==> src/rtl/iee_pkg.sv <==
// Shared types, codes and helpers for the infix expression evaluator.
// No dependencies.
package iee_pkg;

    localparam int STACK_DEPTH_DEF = 16;
    localparam int VALUE_WIDTH_DEF = 64;
    localparam int PRIO_ADDSUB     = 10;
    localparam int PRIO_MUL        = 20;

    // token kinds
    localparam logic [2:0] TK_OPERAND = 3'd0;
    localparam logic [2:0] TK_OPEN    = 3'd1;
    localparam logic [2:0] TK_CLOSE   = 3'd2;
    localparam logic [2:0] TK_PLUS    = 3'd3;
    localparam logic [2:0] TK_MINUS   = 3'd4;
    localparam logic [2:0] TK_TIMES   = 3'd5;
    localparam logic [2:0] TK_END     = 3'd6;
    localparam logic [2:0] TK_UNUSED  = 3'd7;

    // operator stack codes
    localparam logic [1:0] OP_OPEN = 2'd0;
    localparam logic [1:0] OP_ADD  = 2'd1;
    localparam logic [1:0] OP_SUB  = 2'd2;
    localparam logic [1:0] OP_MUL  = 2'd3;

    // status codes
    localparam logic [1:0] ERR_NONE     = 2'd0;
    localparam logic [1:0] ERR_MISSING  = 2'd1;
    localparam logic [1:0] ERR_BRACKET  = 2'd2;
    localparam logic [1:0] ERR_OVERFLOW = 2'd3;

    typedef struct packed {
        logic [2:0]         token_kind;
        logic signed [63:0] operand_value;
    } t_in_req;

    typedef struct packed {
        logic signed [63:0] expr_value;
        logic [1:0]         status;
    } t_out_req;

    typedef enum logic [3:0] {
        DP_NOP,
        DP_LOAD,
        DP_PUSH_VAL,
        DP_PUSH_OP,
        DP_POP,
        DP_FETCH,
        DP_ADDSUB,
        DP_MUL0,
        DP_MUL1,
        DP_MUL2,
        DP_SET_ERR,
        DP_FINISH
    } t_dp_cmd;

    typedef struct packed {
        t_dp_cmd    cmd;
        logic [1:0] err;
    } t_dp_ctl;

    typedef struct packed {
        logic [2:0] kind;
        logic       err_set;
        logic       op_empty;
        logic       op_break;
        logic       val_lt2;
        logic [1:0] curop;
    } t_dp_sts;

    function automatic int prio_of(input logic [1:0] op);
        return (op == OP_MUL) ? PRIO_MUL : PRIO_ADDSUB;
    endfunction

endpackage

==> src/rtl/infix_expression_evaluator_unit.sv <==
// Top level of the infix expression evaluator: controller plus datapath.
// Uses iee_pkg, iee_ctrl, iee_dpath.
//
//  channel  direction  handshake               payload
//  input    in         i_in_valid/o_in_ready   i_in_req  (token_kind, operand_value)
//  result   out        o_out_valid/i_out_ready o_out_req (expr_value, status)
//
// Operand and open bracket requests are loaded and then pushed; an operator or
// close bracket adds a stack check per step plus a pop, fetch and apply for each
// applied add/subtract (or popped open bracket), and a pop, fetch and three passes
// through the shared half-width multiplier for each applied times. The end request
// adds a finish step, held off while the previous result still waits; then the result
// sits in a register while the next request is accepted. Synchronous active-low reset
// empties both stacks; no clearing pass is needed.
module infix_expression_evaluator_unit #(
    parameter int STACK_DEPTH = iee_pkg::STACK_DEPTH_DEF,
    parameter int VALUE_WIDTH = iee_pkg::VALUE_WIDTH_DEF
) (
    input  logic              i_clk,
    input  logic              i_rst_n,
    input  logic              i_in_valid,
    output logic              o_in_ready,
    input  iee_pkg::t_in_req  i_in_req,
    output logic              o_out_valid,
    input  logic              i_out_ready,
    output iee_pkg::t_out_req o_out_req
);
    import iee_pkg::*;

    t_dp_ctl ctl;
    t_dp_sts sts;

    iee_ctrl u_ctrl (
        .i_clk(i_clk), .i_rst_n(i_rst_n),
        .i_in_valid(i_in_valid), .o_in_ready(o_in_ready),
        .o_out_valid(o_out_valid), .i_out_ready(i_out_ready),
        .i_sts(sts), .o_ctl(ctl)
    );

    iee_dpath #(.STACK_DEPTH(STACK_DEPTH), .VALUE_WIDTH(VALUE_WIDTH)) u_dpath (
        .i_clk(i_clk), .i_rst_n(i_rst_n), .i_in_req(i_in_req),
        .i_ctl(ctl), .o_sts(sts), .o_out_req(o_out_req)
    );
endmodule

==> src/rtl/iee_ram.sv <==
// Generic single-write, single-read RAM with registered read data.
// No dependencies.
module iee_ram #(
    parameter int WIDTH = 8,
    parameter int DEPTH = 16
) (
    input  logic                     i_clk,
    input  logic                     i_we,
    input  logic [$clog2(DEPTH)-1:0] i_waddr,
    input  logic [WIDTH-1:0]         i_wdata,
    input  logic [$clog2(DEPTH)-1:0] i_raddr,
    output logic [WIDTH-1:0]         o_rdata
);
    logic [WIDTH-1:0] r_mem [DEPTH];
    logic [WIDTH-1:0] r_rdata;

    always_ff @(posedge i_clk) begin
        if (i_we) begin
            r_mem[i_waddr] <= i_wdata;
        end
        r_rdata <= r_mem[i_raddr];
    end

    assign o_rdata = r_rdata;
endmodule

==> src/rtl/iee_dpath.sv <==
// Datapath: operator and value stacks (top entry in a register, rest in RAM),
// shared half-width multiplier, error and result registers. Uses iee_pkg, iee_ram.
module iee_dpath #(
    parameter int STACK_DEPTH = 16,
    parameter int VALUE_WIDTH = 64
) (
    input  logic              i_clk,
    input  logic              i_rst_n,
    input  iee_pkg::t_in_req  i_in_req,
    input  iee_pkg::t_dp_ctl  i_ctl,
    output iee_pkg::t_dp_sts  o_sts,
    output iee_pkg::t_out_req o_out_req
);
    import iee_pkg::*;

    localparam int DW = $clog2(STACK_DEPTH + 1);
    localparam int AW = $clog2(STACK_DEPTH);
    localparam int W  = VALUE_WIDTH;
    localparam int H  = (VALUE_WIDTH + 1) / 2;

    logic [2:0]    r_kind;
    logic [W-1:0]  r_opnd;
    logic [DW-1:0] r_vdepth, n_vdepth;
    logic [DW-1:0] r_odepth, n_odepth;
    logic [W-1:0]  r_vtos, n_vtos;
    logic [1:0]    r_otos, n_otos;
    logic [1:0]    r_curop, n_curop;
    logic [1:0]    r_err, n_err;
    logic [W-1:0]  r_a, n_a;
    logic [W-1:0]  r_prod, n_prod;
    t_out_req      r_res, n_res;

    logic          v_we, o_we;
    logic [AW-1:0] v_waddr, o_waddr, v_raddr, o_raddr;
    logic [W-1:0]  v_rdata;
    logic [1:0]    o_rdata;
    logic [1:0]    new_op;
    logic [H-1:0]  m_x, m_y;
    logic [2*H-1:0] m_p;
    logic [1:0]    fin_code;

    // stack RAMs hold everything below the top entry
    iee_ram #(.WIDTH(W), .DEPTH(STACK_DEPTH)) u_vram (
        .i_clk(i_clk), .i_we(v_we), .i_waddr(v_waddr), .i_wdata(r_vtos),
        .i_raddr(v_raddr), .o_rdata(v_rdata)
    );
    iee_ram #(.WIDTH(2), .DEPTH(STACK_DEPTH)) u_oram (
        .i_clk(i_clk), .i_we(o_we), .i_waddr(o_waddr), .i_wdata(r_otos),
        .i_raddr(o_raddr), .o_rdata(o_rdata)
    );

    assign v_waddr = AW'(r_vdepth - DW'(1));
    assign o_waddr = AW'(r_odepth - DW'(1));
    assign v_raddr = AW'(r_vdepth - DW'(2));
    assign o_raddr = AW'(r_odepth - DW'(2));
    assign new_op  = 2'(r_kind - TK_CLOSE);

    // shared multiplier: low*low, then low*high, then high*low
    always_comb begin
        m_x = r_a[H-1:0];
        m_y = r_vtos[H-1:0];
        case (i_ctl.cmd)
            DP_MUL1: m_y = H'(r_vtos[W-1:H]);
            DP_MUL2: m_x = H'(r_a[W-1:H]);
            default: ;
        endcase
    end
    assign m_p = m_x * m_y;

    assign fin_code = (r_err == ERR_NONE && r_vdepth != DW'(1)) ? ERR_MISSING : r_err;

    // next-state logic per command
    always_comb begin
        n_vdepth = r_vdepth;
        n_odepth = r_odepth;
        n_vtos   = r_vtos;
        n_otos   = r_otos;
        n_curop  = r_curop;
        n_err    = r_err;
        n_a      = r_a;
        n_prod   = r_prod;
        n_res    = r_res;
        v_we     = 1'b0;
        o_we     = 1'b0;
        case (i_ctl.cmd)
            DP_PUSH_VAL: begin
                if (r_vdepth == DW'(STACK_DEPTH)) begin
                    n_err = ERR_OVERFLOW;
                end else begin
                    v_we     = (r_vdepth != '0);
                    n_vtos   = r_opnd;
                    n_vdepth = r_vdepth + DW'(1);
                end
            end
            DP_PUSH_OP: begin
                if (r_odepth == DW'(STACK_DEPTH)) begin
                    n_err = ERR_OVERFLOW;
                end else begin
                    o_we     = (r_odepth != '0);
                    n_otos   = (r_kind == TK_OPEN) ? OP_OPEN : new_op;
                    n_odepth = r_odepth + DW'(1);
                end
            end
            DP_POP: begin
                n_curop  = r_otos;
                n_odepth = r_odepth - DW'(1);
            end
            DP_FETCH: begin
                n_otos = o_rdata;
                n_a    = v_rdata;
            end
            DP_ADDSUB: begin
                n_vtos   = (r_curop == OP_SUB) ? r_a - r_vtos : r_a + r_vtos;
                n_vdepth = r_vdepth - DW'(1);
            end
            DP_MUL0: n_prod = W'(m_p);
            DP_MUL1: n_prod = r_prod + (W'(m_p) << H);
            DP_MUL2: begin
                n_vtos   = r_prod + (W'(m_p) << H);
                n_vdepth = r_vdepth - DW'(1);
            end
            DP_SET_ERR: begin
                if (r_err == ERR_NONE) begin
                    n_err = i_ctl.err;
                end
            end
            DP_FINISH: begin
                n_res.status     = fin_code;
                n_res.expr_value = (fin_code == ERR_NONE) ? 64'(signed'(r_vtos)) : '0;
                n_vdepth         = '0;
                n_odepth         = '0;
                n_err            = ERR_NONE;
            end
            default: ;
        endcase
    end

    // control state
    always_ff @(posedge i_clk) begin
        if (!i_rst_n) begin
            r_vdepth <= '0;
            r_odepth <= '0;
            r_err    <= ERR_NONE;
        end else begin
            r_vdepth <= n_vdepth;
            r_odepth <= n_odepth;
            r_err    <= n_err;
        end
    end

    // payload registers
    always_ff @(posedge i_clk) begin
        if (i_ctl.cmd == DP_LOAD) begin
            r_kind <= i_in_req.token_kind;
            r_opnd <= i_in_req.operand_value[W-1:0];
        end
        r_vtos  <= n_vtos;
        r_otos  <= n_otos;
        r_curop <= n_curop;
        r_a     <= n_a;
        r_prod  <= n_prod;
        r_res   <= n_res;
    end

    // status to controller
    always_comb begin
        o_sts.kind     = r_kind;
        o_sts.err_set  = (r_err != ERR_NONE);
        o_sts.op_empty = (r_odepth == '0);
        o_sts.op_break = (r_otos == OP_OPEN) || (prio_of(r_otos) < prio_of(new_op));
        o_sts.val_lt2  = (r_vdepth < DW'(2));
        o_sts.curop    = r_curop;
    end

    assign o_out_req = r_res;
endmodule

==> src/rtl/iee_ctrl.sv <==
// Controller FSM: sequences pushes, pops and operator application per token.
// Uses iee_pkg.
module iee_ctrl (
    input  logic             i_clk,
    input  logic             i_rst_n,
    input  logic             i_in_valid,
    output logic             o_in_ready,
    output logic             o_out_valid,
    input  logic             i_out_ready,
    input  iee_pkg::t_dp_sts i_sts,
    output iee_pkg::t_dp_ctl o_ctl
);
    import iee_pkg::*;

    typedef enum logic [3:0] {
        S_IDLE, S_DISPATCH, S_CLOSE_CHK, S_BIN_CHK, S_END_CHK,
        S_POP, S_FETCH, S_APPLY, S_MUL1, S_MUL2, S_END_FIN
    } t_state;

    t_state r_state, n_state;
    logic   r_ovalid, n_ovalid;
    t_state loop_st;

    // loop state to go back to after one operator is applied
    always_comb begin
        case (i_sts.kind)
            TK_CLOSE: loop_st = S_CLOSE_CHK;
            TK_END:   loop_st = S_END_CHK;
            default:  loop_st = S_BIN_CHK;
        endcase
    end

    always_comb begin
        n_state   = r_state;
        n_ovalid  = r_ovalid && !i_out_ready;
        o_ctl.cmd = DP_NOP;
        o_ctl.err = ERR_NONE;
        case (r_state)
            S_IDLE: begin
                if (i_in_valid) begin
                    o_ctl.cmd = DP_LOAD;
                    n_state   = S_DISPATCH;
                end
            end
            S_DISPATCH: begin
                n_state = S_IDLE;
                if (i_sts.kind == TK_END) begin
                    n_state = S_END_CHK;
                end else if (i_sts.kind == TK_UNUSED || i_sts.err_set) begin
                    n_state = S_IDLE;
                end else begin
                    case (i_sts.kind)
                        TK_OPERAND: o_ctl.cmd = DP_PUSH_VAL;
                        TK_OPEN:    o_ctl.cmd = DP_PUSH_OP;
                        TK_CLOSE:   n_state   = S_CLOSE_CHK;
                        default:    n_state   = S_BIN_CHK;
                    endcase
                end
            end
            S_CLOSE_CHK: begin
                if (i_sts.err_set) begin
                    n_state = S_IDLE;
                end else if (i_sts.op_empty) begin
                    o_ctl.cmd = DP_SET_ERR;
                    o_ctl.err = ERR_BRACKET;
                    n_state   = S_IDLE;
                end else begin
                    n_state = S_POP;
                end
            end
            S_BIN_CHK: begin
                if (i_sts.err_set) begin
                    n_state = S_IDLE;
                end else if (i_sts.op_empty || i_sts.op_break) begin
                    o_ctl.cmd = DP_PUSH_OP;
                    n_state   = S_IDLE;
                end else begin
                    n_state = S_POP;
                end
            end
            S_END_CHK: begin
                n_state = (i_sts.err_set || i_sts.op_empty) ? S_END_FIN : S_POP;
            end
            S_POP: begin
                o_ctl.cmd = DP_POP;
                n_state   = S_FETCH;
            end
            S_FETCH: begin
                o_ctl.cmd = DP_FETCH;
                n_state   = S_APPLY;
            end
            S_APPLY: begin
                n_state = loop_st;
                if (i_sts.curop == OP_OPEN) begin
                    // open bracket popped: closes a group, or is left over at end
                    if (i_sts.kind == TK_CLOSE) begin
                        n_state = S_IDLE;
                    end else begin
                        o_ctl.cmd = DP_SET_ERR;
                        o_ctl.err = ERR_BRACKET;
                    end
                end else if (i_sts.val_lt2) begin
                    o_ctl.cmd = DP_SET_ERR;
                    o_ctl.err = ERR_MISSING;
                end else if (i_sts.curop == OP_MUL) begin
                    o_ctl.cmd = DP_MUL0;
                    n_state   = S_MUL1;
                end else begin
                    o_ctl.cmd = DP_ADDSUB;
                end
            end
            S_MUL1: begin
                o_ctl.cmd = DP_MUL1;
                n_state   = S_MUL2;
            end
            S_MUL2: begin
                o_ctl.cmd = DP_MUL2;
                n_state   = loop_st;
            end
            S_END_FIN: begin
                // wait until the result register is free
                if (!r_ovalid || i_out_ready) begin
                    o_ctl.cmd = DP_FINISH;
                    n_ovalid  = 1'b1;
                    n_state   = S_IDLE;
                end
            end
            default: n_state = S_IDLE;
        endcase
    end

    always_ff @(posedge i_clk) begin
        if (!i_rst_n) begin
            r_state  <= S_IDLE;
            r_ovalid <= 1'b0;
        end else begin
            r_state  <= n_state;
            r_ovalid <= n_ovalid;
        end
    end

    assign o_in_ready  = (r_state == S_IDLE);
    assign o_out_valid = r_ovalid;
endmodule
==> config.mk <==
export PLATFORM = sky130hd
export DESIGN_NAME = infix_expression_evaluator_unit
export DESIGN_NICKNAME = d
export VERILOG_FILES = /design/src/rtl/iee_pkg.sv /design/src/rtl/infix_expression_evaluator_unit.sv /design/src/rtl/iee_ram.sv /design/src/rtl/iee_dpath.sv /design/src/rtl/iee_ctrl.sv
export SDC_FILE = /design/constraint.sdc
export NUM_CORES = 2
export LEC_CHECK = 0
export ABC_AREA = 1
export BUFFER_PORTS_ARGS = -buffer_cell sky130_fd_sc_hd__buf_2
export CAP_MARGIN = 15
export CORE_ASPECT_RATIO = 1.1
export CORE_UTILIZATION = 50
export DETAILED_ROUTE_END_ITERATION = 10
export GPL_ROUTABILITY_DRIVEN = 0
export GPL_TIMING_DRIVEN = 1
export MAX_ROUTING_LAYER = met4
export PLACE_DENSITY = 0.64
export RECOVER_POWER = 100
export SLEW_MARGIN = 10
export SYNTH_ARGS = -nofsm -noshare
export SYNTH_HDL_FRONTEND = slang
export SYNTH_SLANG_ARGS = --single-unit
export TNS_END_PERCENT = 1
==> constraint.sdc <==
create_clock -name i_clk -period 10.29 [get_ports i_clk]
set_input_delay 2.058 -clock i_clk [delete_from_list [all_inputs] [get_ports i_clk]]
set_output_delay 2.058 -clock i_clk [all_outputs]
set_load 0.03 [all_outputs]
== After elaboration in Yosys (flattened, before gate mapping) ==
Memories as Yosys holds them, arrays and structs flattened. A register that Yosys moved wholly into a read port is not among the register bits.
Cells that the tools add are included.

* Register bits after elaboration: 346
* Bits of input ports: 71
* Memories kept: 2
* Output and inout port bits: 68
* Memory bits (writable): 1056

* Multipliers: 1
* Multiplexer cells: 62
* Equality and inequality tests: 39
* Reductions and logical operators: 33
* Add/subtract/negate cells: 10
* $lt $le $gt $ge: 2

{| class="wikitable"
|+ Memories
! name !! words !! width !! rd ports !! clocked after Yosys merged registers in !! wr ports !! RTL line !! text
|-
| u_dpath.u_vram.r_mem || 16 || 64 || 1 || 1 || 1 || iee_ram.sv:14 || <nowiki>logic [WIDTH-1:0] r_mem [DEPTH];</nowiki>
|-
| u_dpath.u_oram.r_mem || 16 || 2 || 1 || 1 || 1 || iee_ram.sv:14 ||
|}

{| class="wikitable"
|+ Operators with widths
! kind !! count
|-
| 64-bit one-hot mux with 3 select lines || 1
|-
| 64-bit adder || 2
|-
| 64-bit 2-to-1 mux || 2
|-
| 64-bit one-hot mux with 2 select lines || 1
|-
| 32-bit by 32-bit multiplier with 64-bit output || 1
|-
| 32-bit 2-to-1 mux || 2
|-
| 64-bit subtractor || 1
|-
| 4-bit 2-to-1 mux || 14
|-
| 4-bit one-hot mux with 11 select lines || 1
|-
| 4-bit one-hot mux with 10 select lines || 1
|-
| 4-bit by 3-bit == test with 1-bit output (second input constant) || 8
|-
| 32-bit < comparator || 1
|-
| 5-bit one-hot mux with 3 select lines || 2
|-
| 4-bit == test (second input constant) || 7
|-
| 6-bit 2-to-1 mux || 4
|-
| 5-bit 2-to-1 mux || 4
|-
| 4-bit by 2-bit == test with 1-bit output (second input constant) || 4
|-
| 2-bit one-hot mux with 2 select lines || 4
|-
| 2-bit 2-to-1 mux || 7
|-
| 1-bit 2-to-1 mux || 13
|-
| 3-bit 2-to-1 mux || 4
|-
| 5-bit by 1-bit adder with 5-bit output (second input constant) || 2
|-
| 5-bit == test (second input constant) || 2
|-
| 2-bit AND reduction || 5
|-
| other kinds (27) || 54
|}

== Longest topological paths before layout ==
* Depth in word-level cells: 14
* Gate-level depth with buffers: 47
* Gate-level depth less buffers: 44

== Modules after synthesis ==
A second synthesis with hierarchy kept.

* Cells, all modules: 11539
* Area, all modules: 103554.3 um2

{| class="wikitable"
|+ By module, submodules not included
! module !! area each (um2) !! cells each !! instances
|-
| iee_dpath || 56160.1 || 7063 || 1
|-
| iee_ram (u_dpath.u_vram) || 45285.9 || 4210 || 1
|-
| iee_ram (u_dpath.u_oram) || 1531.5 || 159 || 1
|-
| iee_ctrl || 576.8 || 107 || 1
|}

== Worst setup path after synthesis ==
OpenSTA, ideal clock, no wires.

* Path kind: register to register
* Start: register u_ctrl.r_state[1]
* End: register u_dpath.r_vtos[62], data pin
* Stages on the path, launching flop included: 42
* Data required time: 10.037 ns
* Buffers on the path: 4
* Data arrival time: 8.126 ns
* Path slack: 1.911 ns
* Period minus slack after synthesis: 8.379 ns
* Library setup time: 0.253 ns
* Path through: dfxtp_1 > nor2_1 > nand2_1 > buf_4 > buf_4 > buf_4 > nand2_1 > o21ai_2 > buf_2 > nand2_1 > fa_1 > inv_1 > fa_1 > inv_1 > fa_1 > fa_1 > inv_1 > fa_1 > (+6 left out) > inv_1 > nor3_1 > nand2_1 > nand2_1 > xor2_1 > inv_1 > ha_1 > nand2_1 > nor2_1 > inv_1 > nor4_1 > nand3_1 > nand2_1 > nand2_1 > nand3_1 > nand2_1 > inv_1 > nand2_1

* Longest elaborated chain between the ends: 7

{| class="wikitable"
|+ RTL lines
! element !! RTL line !! text
|-
| start: declaration || iee_ctrl.sv:20 || <nowiki>t_state r_state, n_state;</nowiki>
|-
| start signal: assignment || iee_ctrl.sv:137 || <nowiki>r_state <= n_state;</nowiki>
|-
| 4-bit == test, or another cell as far along || iee_ctrl.sv:38 || <nowiki>case (r_state)</nowiki>
|-
| 4-bit one-hot mux with 10 select lines * || iee_ctrl.sv:38 ||
|-
| 4-bit == test, on equally long branches || iee_dpath.sv:62, iee_dpath.sv:85 ||
|-
| 32-bit 2-to-1 mux || iee_dpath.sv:62 || <nowiki>case (i_ctl.cmd)</nowiki>
|-
| 32-bit by 32-bit multiplier with 64-bit output || iee_dpath.sv:68 || <nowiki>assign m_p = m_x * m_y;</nowiki>
|-
| 64-bit adder || iee_dpath.sv:119 || <nowiki>n_vtos = r_prod + (W'(m_p) << H);</nowiki>
|-
| 64-bit one-hot mux with 3 select lines * || iee_dpath.sv:85 || <nowiki>case (i_ctl.cmd)</nowiki>
|-
| named net u_dpath.n_vtos[62] || iee_dpath.sv:25 || <nowiki>logic [W-1:0] r_vtos, n_vtos;</nowiki>
|-
| end signal: assignment || iee_dpath.sv:157 || <nowiki>r_vtos <= n_vtos;</nowiki>
|-
| end: declaration || iee_dpath.sv:25 ||
|}

Mark *: on every way through the listed nets, which the timed path passes. The rest lies on a longest branch.
A chain may end at the register's enable or synchronous reset.

== Final worst setup path ==
* Start: register u_ctrl.r_state[3]
* End: register u_dpath.r_vtos[60], data pin

Same word-level chain as after synthesis.

==> summary.md <==
| Metric | Value |
|---|---|
| Run status | `complete, but fails checks` |
| Failing checks | `max-capacitance violations, max-slew violations` |
| Worst path slowest cell | `fa_1` |
| Worst Skew | `69.3 ps` |
| Unrepaired setup endpoints after global routing | `true` |
| H-tree level count | `4` |
| Detailed placement HPWL | `258000 um` |
| Drt pass-1 iters | `10` |
| Layout cell share with drive strength beyond 1 | `0.0693` |
| Die Wd | `425 um` |
| Post-synth top area cell | `edfxtp_1` |
| Startpoint types | `register` |
| Mapped cell area | `98400 sq um` |
| Max-Cap Viols | `15` |
| Crit path top cell by count | `nand2_1` |
| Synth area leaders | `edfxtp_1 42%, fa_1 18%, nand2_1 6.6%` |
| Die Y-Extent | `467 um` |
| Routed vias/inst | `6.02` |
| Skew-Pair Late Insertion Delay | `860 ps` |
| Final std cells w/o fill | `12900` |
| Grt met2 use | `0.544` |
| Reg2Reg Setup Slack | `290 ps` |
| Count of pins over their slew limit | `496` |
| Die area | `199000 sq um` |
| Top_reg_cell synth | `edfxtp_1` |
| Clock Sinks | `1468` |
| Fmax | `100 MHz` |
| WL per Instance | `27.9 um` |
| Final nets | `11500` |
| Mean Syn Cell Area | `9.80 sq um` |
| Multi-input logic area | `47900 sq um` |
| CP Buf/Inv Count | `6` |
| Largest net degree at the start of global routing | `216` |
| Max clock buf depth | `3` |
| Family with the most delay on the worst path | `adder cells` |
| Hold Path Depth | `0` |
| CP arrival | `10560 ps` |
| Worst R2R Path Depth | `35` |
| Initial antenna violation count | `45` |
| Root Buffer | `clkbuf_16` |
| Initial DRC count | `10100` |
| Drt drc | `0` |
| CTS tree | `done` |
| First-pass GRT wire length | `522000 um` |
| Final instance area | `108000 sq um` |
| Hold Path Class | `register to register` |
| Routed WL | `360000 um` |
| Synth Instances | `10000` |
| Post-synthesis async set-or-reset flop share | `0` |
| Slew HR | `-1.97` |
| Total stage count of the critical path | `35` |
| PortBufs | `138` |
| Total track usage | `0.378` |
| Post-synthesis register bit count | `1468` |
| Crit end category | `register` |
| Synth warn | `0` |
| Largest stage delay on the critical path | `610 ps` |
| Inserted Clock Buffers | `146` |
| Final Hold Viols | `0` |
| Crit. Startpoint | `u_ctrl.r_state[3]` |
| Slew @ Worst Pin | `4450 ps` |
| IO Pins | `139` |
| Post-Place Cell Area | `103000 sq um` |
| Sequential share of the synthesized area | `0.439` |
| Core Footprint | `195000 sq um` |
| Hold slack | `373 ps` |
| EDFF count, synth | `1385` |
| Register area | `43300 sq um` |
| Site row count | `170` |
| Syn nets | `11400` |
| Met1 usage | `0.420` |
| Setup violations, final | `0` |
| Synth top area share | `0.423` |
| FF-to-FF Start | `u_ctrl.r_state[3]` |
| Global routing's busiest layer | `met2` |
| Largest fanout on the critical path | `17` |
| DRT antenna net count | `0` |
| Reg2reg end | `u_dpath.r_vtos[60]` |
| Synth cell types | `52` |
| Area delta synth->final | `9.47%` |
| Post-placement cell count | `12600` |
| Number of fill cells | `17000` |
| Crit Path Category | `register to register` |
| Clock transition at the registers of the reported paths | `70 ps` |
| GRT overflow | `0` |
| Vias in the first global route | `77700` |
| Starting Density | `0.504` |
| Worst Setup EP | `u_dpath.r_vtos[60]` |
| Met3 usage | `0.129` |
| Final Cycle Share | `0.972` |
| Tmin final | `10000 ps` |
| Hold-fix buffers, CTS | `0` |
| Worst endpoint required time | `10850 ps` |
| DR vias | `77700` |
## how the worst min path moves through the flow
stage          slack (ps)                       start         endpoint
3_5_place_dp          390  u_dpath.u_vram.o_rdata[10]  u_dpath.r_a[10]
6_report              370  u_dpath.u_vram.o_rdata[22]  u_dpath.r_a[22]
4_1_cts               400  u_dpath.u_vram.o_rdata[22]  u_dpath.r_a[22]
5_1_grt               410  u_dpath.u_vram.o_rdata[22]  u_dpath.r_a[22]
2_1_floorplan         390   u_dpath.u_vram.o_rdata[0]   u_dpath.r_a[0]
3_3_place_gp          390  u_dpath.u_vram.o_rdata[12]  u_dpath.r_a[12]
## cells by family after synthesis
| kind of cell | after synthesis | share of synthesized area |
|---|---|---|
| buffers and inverters | 1936 | 0.0766 |
| XOR/XNOR | 136 | 0.0121 |
| AND/OR/NAND/NOR | 3768 | 0.152 |
| adder cells (fa/ha/maj) | 1275 | 0.231 |
| flip-flops | 1468 | 0.439 |
| AO/OA/AOI/OAI | 1461 | 0.0888 |
## sequential cells by signal, indices dropped and copies added, names as in the netlist, 3 cells and up
signal                  flops
u_dpath.r_prod             64
u_dpath.r_opnd             64
u_dpath.u_oram.r_mem       32
u_ctrl.r_state              4
u_dpath.u_vram.o_rdata     64
u_dpath.r_a                64
u_dpath.r_odepth            5
u_dpath.r_kind              3
u_dpath.u_vram.r_mem     1024
u_dpath.r_vtos             64
u_dpath.r_vdepth            5
u_dpath.o_out_req          66
## per-layer routing
layer / up-vias / wire [um]
li1: 33200 / -
met1: 38100 / 120000
met2: 4960 / 157000
met3: 1555 / 45000
met4: 0 / 38000
met5: - / 0
## synth_stat cells, types with 22 or more instances
cell / instances
nor3_1: 41
o21bai_1: 32
xor2_1: 114
nand3_1: 337
fa_1: 898
ha_1: 377
nor2_1: 1530
buf_2: 149
o221ai_1: 201
inv_1: 1460
nand4_1: 51
o21ai_0: 711
edfxtp_1: 1385
nand2_1: 1727
xnor2_1: 22
clkbuf_1: 255
dfxtp_1: 83
a21oi_1: 246
o211ai_1: 88
o22ai_1: 64
inv_2: 24
o21ai_1: 45
## per-stage QoR
step / TNS, ps / setup slack [ps] / utilization
after floorplan: 0 / 1910 / -
after global placement: 0 / 571 / 0.527
after detailed placement: 0 / 462 / 0.527
after CTS: 0 / 417 / 0.552
after global routing: -22.7 / -22.7 / 0.552
final: 0 / 289 / 0.552
## placed cells by master, fill, tap and decap left out, types with 12 or more instances in the layout
cell	n
xor2_1	114
o21ai_0	709
buf_4	204
clkinv_2	22
a21oi_1	246
nand4_1	51
o211ai_1	88
nor3_1	39
o22ai_1	64
dfxtp_1	83
clkinv_1	31
o21ai_2	46
nor2_4	18
o21ai_1	18
buf_2	132
nand3_1	337
clkbuf_16	148
diode_2	52
or2_2	12
edfxtp_1	1385
clkbuf_8	16
o21bai_1	32
xnor2_1	22
fa_1	898
o221ai_1	201
nand3b_1	19
nand2_1	1726
nor2_1	1514
inv_1	1456
ha_1	376
nor4_1	16
clkbuf_1	91
inv_2	22
## timing repair
item                                    in CTS  in global routing
buffers inserted                             0                  1
endpoints found under the setup margin       0                 16
hold endpoints to repair                     0                  0
gates resized for setup                      0                  5
## final cells by class
cell class,instances,share of cell area
Antenna cell,52,0.00121
Tap cell,2580,0.0300
Timing Repair Buffer,407,0.0247
Sequential cell,1468,0.401
Inverter,1499,0.0525
Clock inverter,71,0.00783
Clock buffer,197,0.0376
Multi-Input combinational cell,6640,0.445
Power is left out: the tool's default activity adds up to more than one toggle a clock period on the data nets, which glitch-free logic cannot reach.
